File: src/hw/rtl/lcc_pkg.sv
// ----------------------------------------------------------------------------
// lcc_pkg
// shared types, constants and helpers for the card number check
// ----------------------------------------------------------------------------
package lcc_pkg;

  localparam int IN_W          = 63;
  localparam int BITS_PER_STEP = 3;
  localparam int NUM_STEPS     = IN_W / BITS_PER_STEP;
  localparam int NUM_CELLS     = 19;
  localparam int GROUP_SIZE    = 4;
  localparam int NUM_GROUPS    = (NUM_CELLS + GROUP_SIZE - 1) / GROUP_SIZE;
  localparam int COUNT_W       = 5;
  localparam int STEP_W        = $clog2(NUM_STEPS);
  localparam int MAX_DIGITS_DEF = 19;

  typedef logic [3:0]               digit_t;
  typedef logic [1:0]               class_t;
  typedef logic [COUNT_W-1:0]       count_t;
  typedef logic [BITS_PER_STEP-1:0] link_t;

  localparam class_t CLASS_INVALID = 2'd0;
  localparam class_t CLASS_FIFTEEN = 2'd1;
  localparam class_t CLASS_SIXTEEN = 2'd2;
  localparam class_t CLASS_FOUR    = 2'd3;

  localparam count_t LEN_THIRTEEN = 5'd13;
  localparam count_t LEN_FIFTEEN  = 5'd15;
  localparam count_t LEN_SIXTEEN  = 5'd16;

  // add two decimal digits modulo ten
  function automatic digit_t add10(input digit_t a, input digit_t b);
    logic [4:0] s;
    s = {1'b0, a} + {1'b0, b};
    if (s >= 5'd10) begin
      s = s - 5'd10;
    end
    return s[3:0];
  endfunction

endpackage

File: src/hw/rtl/lcc_cell.sv
// ----------------------------------------------------------------------------
// lcc_cell
// one decimal digit of the binary to bcd chain, three bits shifted per cycle while step is high
// ----------------------------------------------------------------------------
module lcc_cell import lcc_pkg::*; (
  input  logic   clk,
  input  logic   clr,
  input  logic   step,
  input  link_t  bits_in,
  input  logic   dbl,
  input  logic   en,
  output link_t  bits_out,
  output digit_t dig,
  output digit_t term
);

  digit_t     dig_next;
  logic [4:0] twice;

  // add three when five or more, then shift, once per incoming bit
  always_comb begin
    dig_next = dig;
    bits_out = '0;
    for (int i = BITS_PER_STEP - 1; i >= 0; i--) begin
      if (dig_next >= 4'd5) begin
        dig_next = dig_next + 4'd3;
      end
      bits_out[i] = dig_next[3];
      dig_next    = {dig_next[2:0], bits_in[i]};
    end
  end

  always_ff @(posedge clk) begin
    if (clr) begin
      dig <= '0;
    end else if (step) begin
      dig <= dig_next;
    end
  end

  // luhn contribution of this digit position
  always_comb begin
    twice = {dig, 1'b0};
    if (!en) begin
      term = '0;
    end else if (dbl) begin
      term = (twice >= 5'd10) ? 4'(twice - 5'd9) : twice[3:0];
    end else begin
      term = dig;
    end
  end

endmodule

File: src/hw/rtl/lcc_fold.sv
// ----------------------------------------------------------------------------
// lcc_fold
// digit count, luhn sum and prefix class over the finished digit row
// ----------------------------------------------------------------------------
module lcc_fold import lcc_pkg::*; #(
  parameter int MAX_DIGITS = MAX_DIGITS_DEF
) (
  input  logic                      clk,
  input  logic                      load,
  input  digit_t [NUM_CELLS-1:0]    digs,
  input  digit_t [NUM_CELLS-1:0]    terms,
  output class_t                    cls,
  output logic                      ok,
  output count_t                    cnt
);

  localparam count_t MAX_CNT = COUNT_W'(MAX_DIGITS);

  digit_t [NUM_GROUPS-1:0] part_next;
  digit_t [NUM_GROUPS-1:0] part;
  count_t                  raw_cnt_next;
  count_t                  raw_cnt;
  digit_t                  total;
  digit_t                  top;
  digit_t                  below;
  logic                    overflow;

  // first stage: group sums modulo ten and leading digit position
  always_comb begin
    for (int g = 0; g < NUM_GROUPS; g++) begin
      part_next[g] = '0;
      for (int k = 0; k < GROUP_SIZE; k++) begin
        if (g * GROUP_SIZE + k < NUM_CELLS) begin
          part_next[g] = add10(part_next[g], terms[g * GROUP_SIZE + k]);
        end
      end
    end
    raw_cnt_next = '0;
    for (int i = 0; i < NUM_CELLS; i++) begin
      if (digs[i] != '0) begin
        raw_cnt_next = COUNT_W'(i + 1);
      end
    end
  end

  always_ff @(posedge clk) begin
    if (load) begin
      part    <= part_next;
      raw_cnt <= raw_cnt_next;
    end
  end

  // second stage: total, two leading digits, class
  always_comb begin
    total = '0;
    for (int g = 0; g < NUM_GROUPS; g++) begin
      total = add10(total, part[g]);
    end
    top   = '0;
    below = '0;
    for (int i = 0; i < NUM_CELLS; i++) begin
      if (COUNT_W'(i + 1) == raw_cnt) begin
        top = digs[i];
      end
      if (COUNT_W'(i + 2) == raw_cnt) begin
        below = digs[i];
      end
    end
    overflow = raw_cnt > MAX_CNT;
    ok       = total == '0;
    cnt      = overflow ? MAX_CNT : raw_cnt;
    cls      = CLASS_INVALID;
    if (ok && !overflow) begin
      if (top == 4'd3 && (below == 4'd4 || below == 4'd7) && raw_cnt == LEN_FIFTEEN) begin
        cls = CLASS_FIFTEEN;
      end else if (top == 4'd5 && below >= 4'd1 && below <= 4'd5
                   && raw_cnt == LEN_SIXTEEN) begin
        cls = CLASS_SIXTEEN;
      end else if (top == 4'd4 && (raw_cnt == LEN_THIRTEEN || raw_cnt == LEN_SIXTEEN)) begin
        cls = CLASS_FOUR;
      end
    end
  end

endmodule

File: src/hw/rtl/luhn_card_number_check.sv
// ----------------------------------------------------------------------------
// luhn_card_number_check
// luhn mod-10 check and prefix class of a binary card number
//
//   channel  | valid / stall              | payload
//   ---------+----------------------------+----------------------------------
//   card     | card_valid / card_stall    | card_number
//   result   | result_valid / result_stall| card_class, luhn_ok, digit_count
//
// Each transaction is loaded, shifted through the digit cell row
// (three input bits per cycle into 19 bcd cells), summed in groups and
// classified into the output register.
// rst is synchronous; it clears the sequencer and the result valid flag.
// card_stall is high while a transaction is in progress; a stalled result
// waits in the output register and holds the block in its last cycle.
// ----------------------------------------------------------------------------
module luhn_card_number_check import lcc_pkg::*; #(
  parameter int MAX_DIGITS = MAX_DIGITS_DEF
) (
  input  logic            clk,
  input  logic            rst,
  input  logic            card_valid,
  output logic            card_stall,
  input  logic [IN_W-1:0] card_number,
  output logic            result_valid,
  input  logic            result_stall,
  output class_t          card_class,
  output logic            luhn_ok,
  output count_t          digit_count
);

  localparam logic [1:0] ST_IDLE = 2'd0;
  localparam logic [1:0] ST_CONV = 2'd1;
  localparam logic [1:0] ST_SUM  = 2'd2;
  localparam logic [1:0] ST_FIN  = 2'd3;

  logic [1:0]              state;
  logic [STEP_W-1:0]       step_cnt;
  logic [IN_W-1:0]         sreg;
  logic                    card_fire;
  logic                    out_free;
  link_t [NUM_CELLS-1:0]   link;
  digit_t [NUM_CELLS-1:0]  digs;
  digit_t [NUM_CELLS-1:0]  terms;
  class_t                  cls;
  logic                    ok;
  count_t                  cnt;

  assign card_stall = state != ST_IDLE;
  assign card_fire  = card_valid && !card_stall;
  assign out_free   = !result_valid || !result_stall;
  assign link[0]    = sreg[IN_W-1 -: BITS_PER_STEP];

  for (genvar i = 0; i < NUM_CELLS; i++) begin : g_cell
    if (i == NUM_CELLS - 1) begin : g_last
      lcc_cell u_cell (
        .clk      (clk),
        .clr      (card_fire),
        .step     (state == ST_CONV),
        .bits_in  (link[i]),
        .dbl      (1'(i % 2)),
        .en       (i < MAX_DIGITS),
        .bits_out (),
        .dig      (digs[i]),
        .term     (terms[i])
      );
    end else begin : g_mid
      lcc_cell u_cell (
        .clk      (clk),
        .clr      (card_fire),
        .step     (state == ST_CONV),
        .bits_in  (link[i]),
        .dbl      (1'(i % 2)),
        .en       (i < MAX_DIGITS),
        .bits_out (link[i+1]),
        .dig      (digs[i]),
        .term     (terms[i])
      );
    end
  end

  lcc_fold #(
    .MAX_DIGITS (MAX_DIGITS)
  ) u_fold (
    .clk   (clk),
    .load  (state == ST_SUM),
    .digs  (digs),
    .terms (terms),
    .cls   (cls),
    .ok    (ok),
    .cnt   (cnt)
  );

  always_ff @(posedge clk) begin
    if (rst) begin
      state        <= ST_IDLE;
      step_cnt     <= '0;
      result_valid <= 1'b0;
    end else begin
      if (state == ST_FIN && out_free) begin
        result_valid <= 1'b1;
      end else if (!result_stall) begin
        result_valid <= 1'b0;
      end
      case (state)
        ST_IDLE: begin
          if (card_fire) begin
            state    <= ST_CONV;
            step_cnt <= '0;
          end
        end
        ST_CONV: begin
          step_cnt <= step_cnt + 1'b1;
          if (step_cnt == STEP_W'(NUM_STEPS - 1)) begin
            state <= ST_SUM;
          end
        end
        ST_SUM: begin
          state <= ST_FIN;
        end
        ST_FIN: begin
          if (out_free) begin
            state <= ST_IDLE;
          end
        end
        default: begin
          state <= ST_IDLE;
        end
      endcase
    end
  end

  always_ff @(posedge clk) begin
    if (card_fire) begin
      sreg <= card_number;
    end else if (state == ST_CONV) begin
      sreg <= {sreg[IN_W-BITS_PER_STEP-1:0], {BITS_PER_STEP{1'b0}}};
    end
  end

  always_ff @(posedge clk) begin
    if (state == ST_FIN && out_free) begin
      card_class  <= cls;
      luhn_ok     <= ok;
      digit_count <= cnt;
    end
  end

endmodule

File: config.mk
export PLATFORM = sky130hd
export DESIGN_NAME = luhn_card_number_check
export DESIGN_NICKNAME = d
export VERILOG_FILES = /design/src/hw/rtl/lcc_pkg.sv /design/src/hw/rtl/lcc_cell.sv /design/src/hw/rtl/lcc_fold.sv /design/src/hw/rtl/luhn_card_number_check.sv
export SDC_FILE = /design/constraint.sdc
export NUM_CORES = 1
export LEC_CHECK = 0
export BUFFER_PORTS_ARGS = -buffer_cell sky130_fd_sc_hd__clkbuf_2
export CORE_UTILIZATION = 35
export CTS_CLUSTER_SIZE = 24
export DETAILED_ROUTE_END_ITERATION = 6
export REMOVE_ABC_BUFFERS = 1
export SLEW_MARGIN = 10
export SYNTH_ARGS = -nofsm -noshare
export SYNTH_HDL_FRONTEND = slang
export SYNTH_SLANG_ARGS = --single-unit
File: constraint.sdc
create_clock -name clk -period 14.6 [get_ports clk]
set_input_delay 0.73 -clock clk [delete_from_list [all_inputs] [get_ports clk]]
set_output_delay 0.73 -clock clk [all_outputs]
set_load 0.005 [all_outputs]
==> impl_metrics.toml <==
[die]
num_rows = 84
start_util_pct = 35.5
coreArea_um2 = 52700
dieArea_um2 = 54400
boundaryPins = 77
die_w_um = 233
fp.dieH_um = 233

[placement]
io_buffer_count = 76
hpwl_um = 37200
placed_cells = 2901
gp_congestion = 0.939

[logic_synthesis]
synth.distinct_cells = 98
synth_top_cell_area_share_pct = 15.7
syn_inst = 2229
yosys.area.top_type = "ha_1"
synth_area_leaders = "ha_1 (16%), edfxtp_1 (15%), dfxtp_1 (9.0%)"
ys_ff_latch = 180
yosysMostFrequentCell = "nand2_1"
synth_warnings = 0
postSynthAreaPerCell_um2 = 8.39
yosysSeqAreaShare_pct = 24.4
synth_common_cells = "nand2_1 (269), ha_1 (235), a21oi_1 (165)"
synth_flop_cell = "edfxtp_1"
async_flop_share_pct = 0
synth_edf_count = 96
netlist_area_um2 = 18700

[setup_path]
reg2reg_depth = 35
cp.required_ns = 14.94
critPathBufInv = 6
end_kind = "register"
slowest_stage = "nor4b_2"
critPathMaxStageDelay_ns = 0.46
cp.arrival_ns = 8.98
path_delay_family = "adder cells"
path_max_fanout = 6
start_kind = "register"
crit_cells = 35
crit_type = "reg2reg"

[cts]
htreeDepth = 4
clk_pin_slew_worst_paths_ns = 0.08
cts-root-buf = "clkbuf_16"
cts_setup_buffers = 0
clock_sinks = 180
tritoncts = "built"
ctsResizeCount = 0
cts_buffer_depth = 2
cts_made_buffers = 17
cts_hold_buf = 0
clk_latency_ns = 0.48

[sta]
hold_ws_ns = 0.508
period_minus_slack_ns = 8.64
tightest_slew_ns = 1.08
fin_crit_sh_pct = 59.2
finClkSkew_ns = 0.0179
rsz0062_at_grt = "no"
slew_headroom_pct = 27.8
finalSetupViolCount = 0
final.setup.tns_ns = 0
hold_viol_final = 0
fmax_mhz = 116
timing.final.max_slew_violations = 0

[global_routing]
grt_max_degree = 88
grt_pass1_wl_um = 79700
grt_overflow_total = 0
grt_pass1_vias = 15500
track_usage_pct = 18.3
antenna_found_initial = 1

[routing]
wirelength_um = 49100
vias_per_cell = 5.41
ant_nets = 0
route.detailed.drc = 0
first_pass_iters = 5
dr.first_iter.drc_count = 978
vias = 15900
routedWlPerCell_um = 16.7

[cells_and_area]
fill_cells = 5280
stdcell_count = 2934
drive_gt1_share_pct = 10.6
area_delta_synth_final_pct = 7.31
final_net_count = 2552

[run]
cap_violations = 0

[worst_hold_path]
min_path_type = "in2reg"
hold_depth = 3

[status]
outcome = "complete, no violations"
placed cells by master (no fill, tap or decap), types with 9 or more instances in the layout:
| cell | n |
|---|---|
| xor2_1 | 17 |
| fa_1 | 18 |
| mux2_2 | 16 |
| o21ai_1 | 34 |
| a22oi_1 | 13 |
| nand3b_1 | 31 |
| a21boi_1 | 9 |
| xnor2_1 | 86 |
| nand4_1 | 18 |
| mux2i_1 | 87 |
| a21oi_1 | 165 |
| inv_1 | 145 |
| mux2i_2 | 10 |
| nor2b_1 | 37 |
| nor3_1 | 46 |
| and3_1 | 10 |
| a21boi_0 | 13 |
| clkbuf_2 | 76 |
| a31oi_1 | 19 |
| a21oi_2 | 23 |
| nand3_1 | 34 |
| ha_1 | 234 |
| buf_4 | 9 |
| or2_1 | 14 |
| clkbuf_16 | 17 |
| inv_2 | 26 |
| nand2_1 | 267 |
| o21ai_0 | 89 |
| o211ai_1 | 15 |
| a21o_1 | 44 |
| edfxtp_1 | 96 |
| a211oi_1 | 30 |
| nor3b_1 | 40 |
| dfxtp_1 | 84 |
| o21ai_2 | 9 |
| o21a_1 | 20 |
| nor2_1 | 125 |
| nand2b_1 | 61 |
| o22ai_1 | 10 |
per-stage QoR:
stage,area (µm²),setup WS (ns),utilization (%)
after floorplan,18200,7.30,-
after global placement,19500,6.73,37.0
after detailed placement,19500,6.02,37.0
after CTS,20100,5.99,38.1
after global routing,20100,5.32,38.1
final,20100,5.96,38.1
state kept, by name, indices dropped and copies added, names as in the netlist:
register,count
step_cnt,5
card_class,2
g_cell.g_mid.u_cell.dig,72
g_cell.g_last.u_cell.dig,4
result_valid,1
state,2
luhn_ok,1
sreg,63
digit_count,5
u_fold.part,20
u_fold.raw_cnt,5
worst reg2reg max path: cells and delay by family (launching register included):
family          cells  cell delay, ns
fa+ha+maj           8            2.72
xor+xnor            7            1.79
compound gates      7            1.84
flops               1            0.37
mux                 1            0.31
simple gates        6            0.95
buf+inv             6            0.57
area by class of cell:
type                       instances  area [µm²]  area share, %
multi-input combinational       1775       13000           64.7
sequential                       180        4560           22.7
tap                              688         861           4.29
inverter                         173         652           3.25
timing repair buffer              85         448           2.23
clock buffer                      19         443           2.21
clock inverter                    13         116          0.580
antenna                            1        2.50         0.0125
logic make-up (layout without fill, tap and decap cells):
logic type | count (synthesis) | count (layout) | share of synthesized area [%]
DFF | 180 | 180 | 24.4
other | 0 | 1 | 0
xor gates and xnor gates | 107 | 107 | 5.17
AOI/OAI and AO/OA | 575 | 575 | 20.3
muxes | 125 | 125 | 7.30
adders and majority gates | 253 | 253 | 17.6
buffers and inverters | 274 | 290 | 6.31
and+or+nand+nor | 715 | 715 | 18.9
path summary, 6_finish.rpt:
kind                        start  slack (ns)                             to
hold / removal    card_number[17]        0.51                       sreg[17]
hold reg to reg          sreg[60]        0.51  g_cell[0].g_mid.u_cell.dig[0]
setup / recovery   u_fold.part[1]        5.96                  card_class[0]
setup reg to reg   u_fold.part[1]        5.96                  card_class[0]
routing by layer:
metal | wire length (µm) | global-route usage (%)
met1 | 22600 | 23.6
met2 | 22900 | 30.9
met3 | 2620 | 3.76
met4 | 926 | 4.88
met5 | 0 | 0
Power is not shown: default switching activity piles up to over one toggle a cycle in this logic, so the estimate is an artifact.
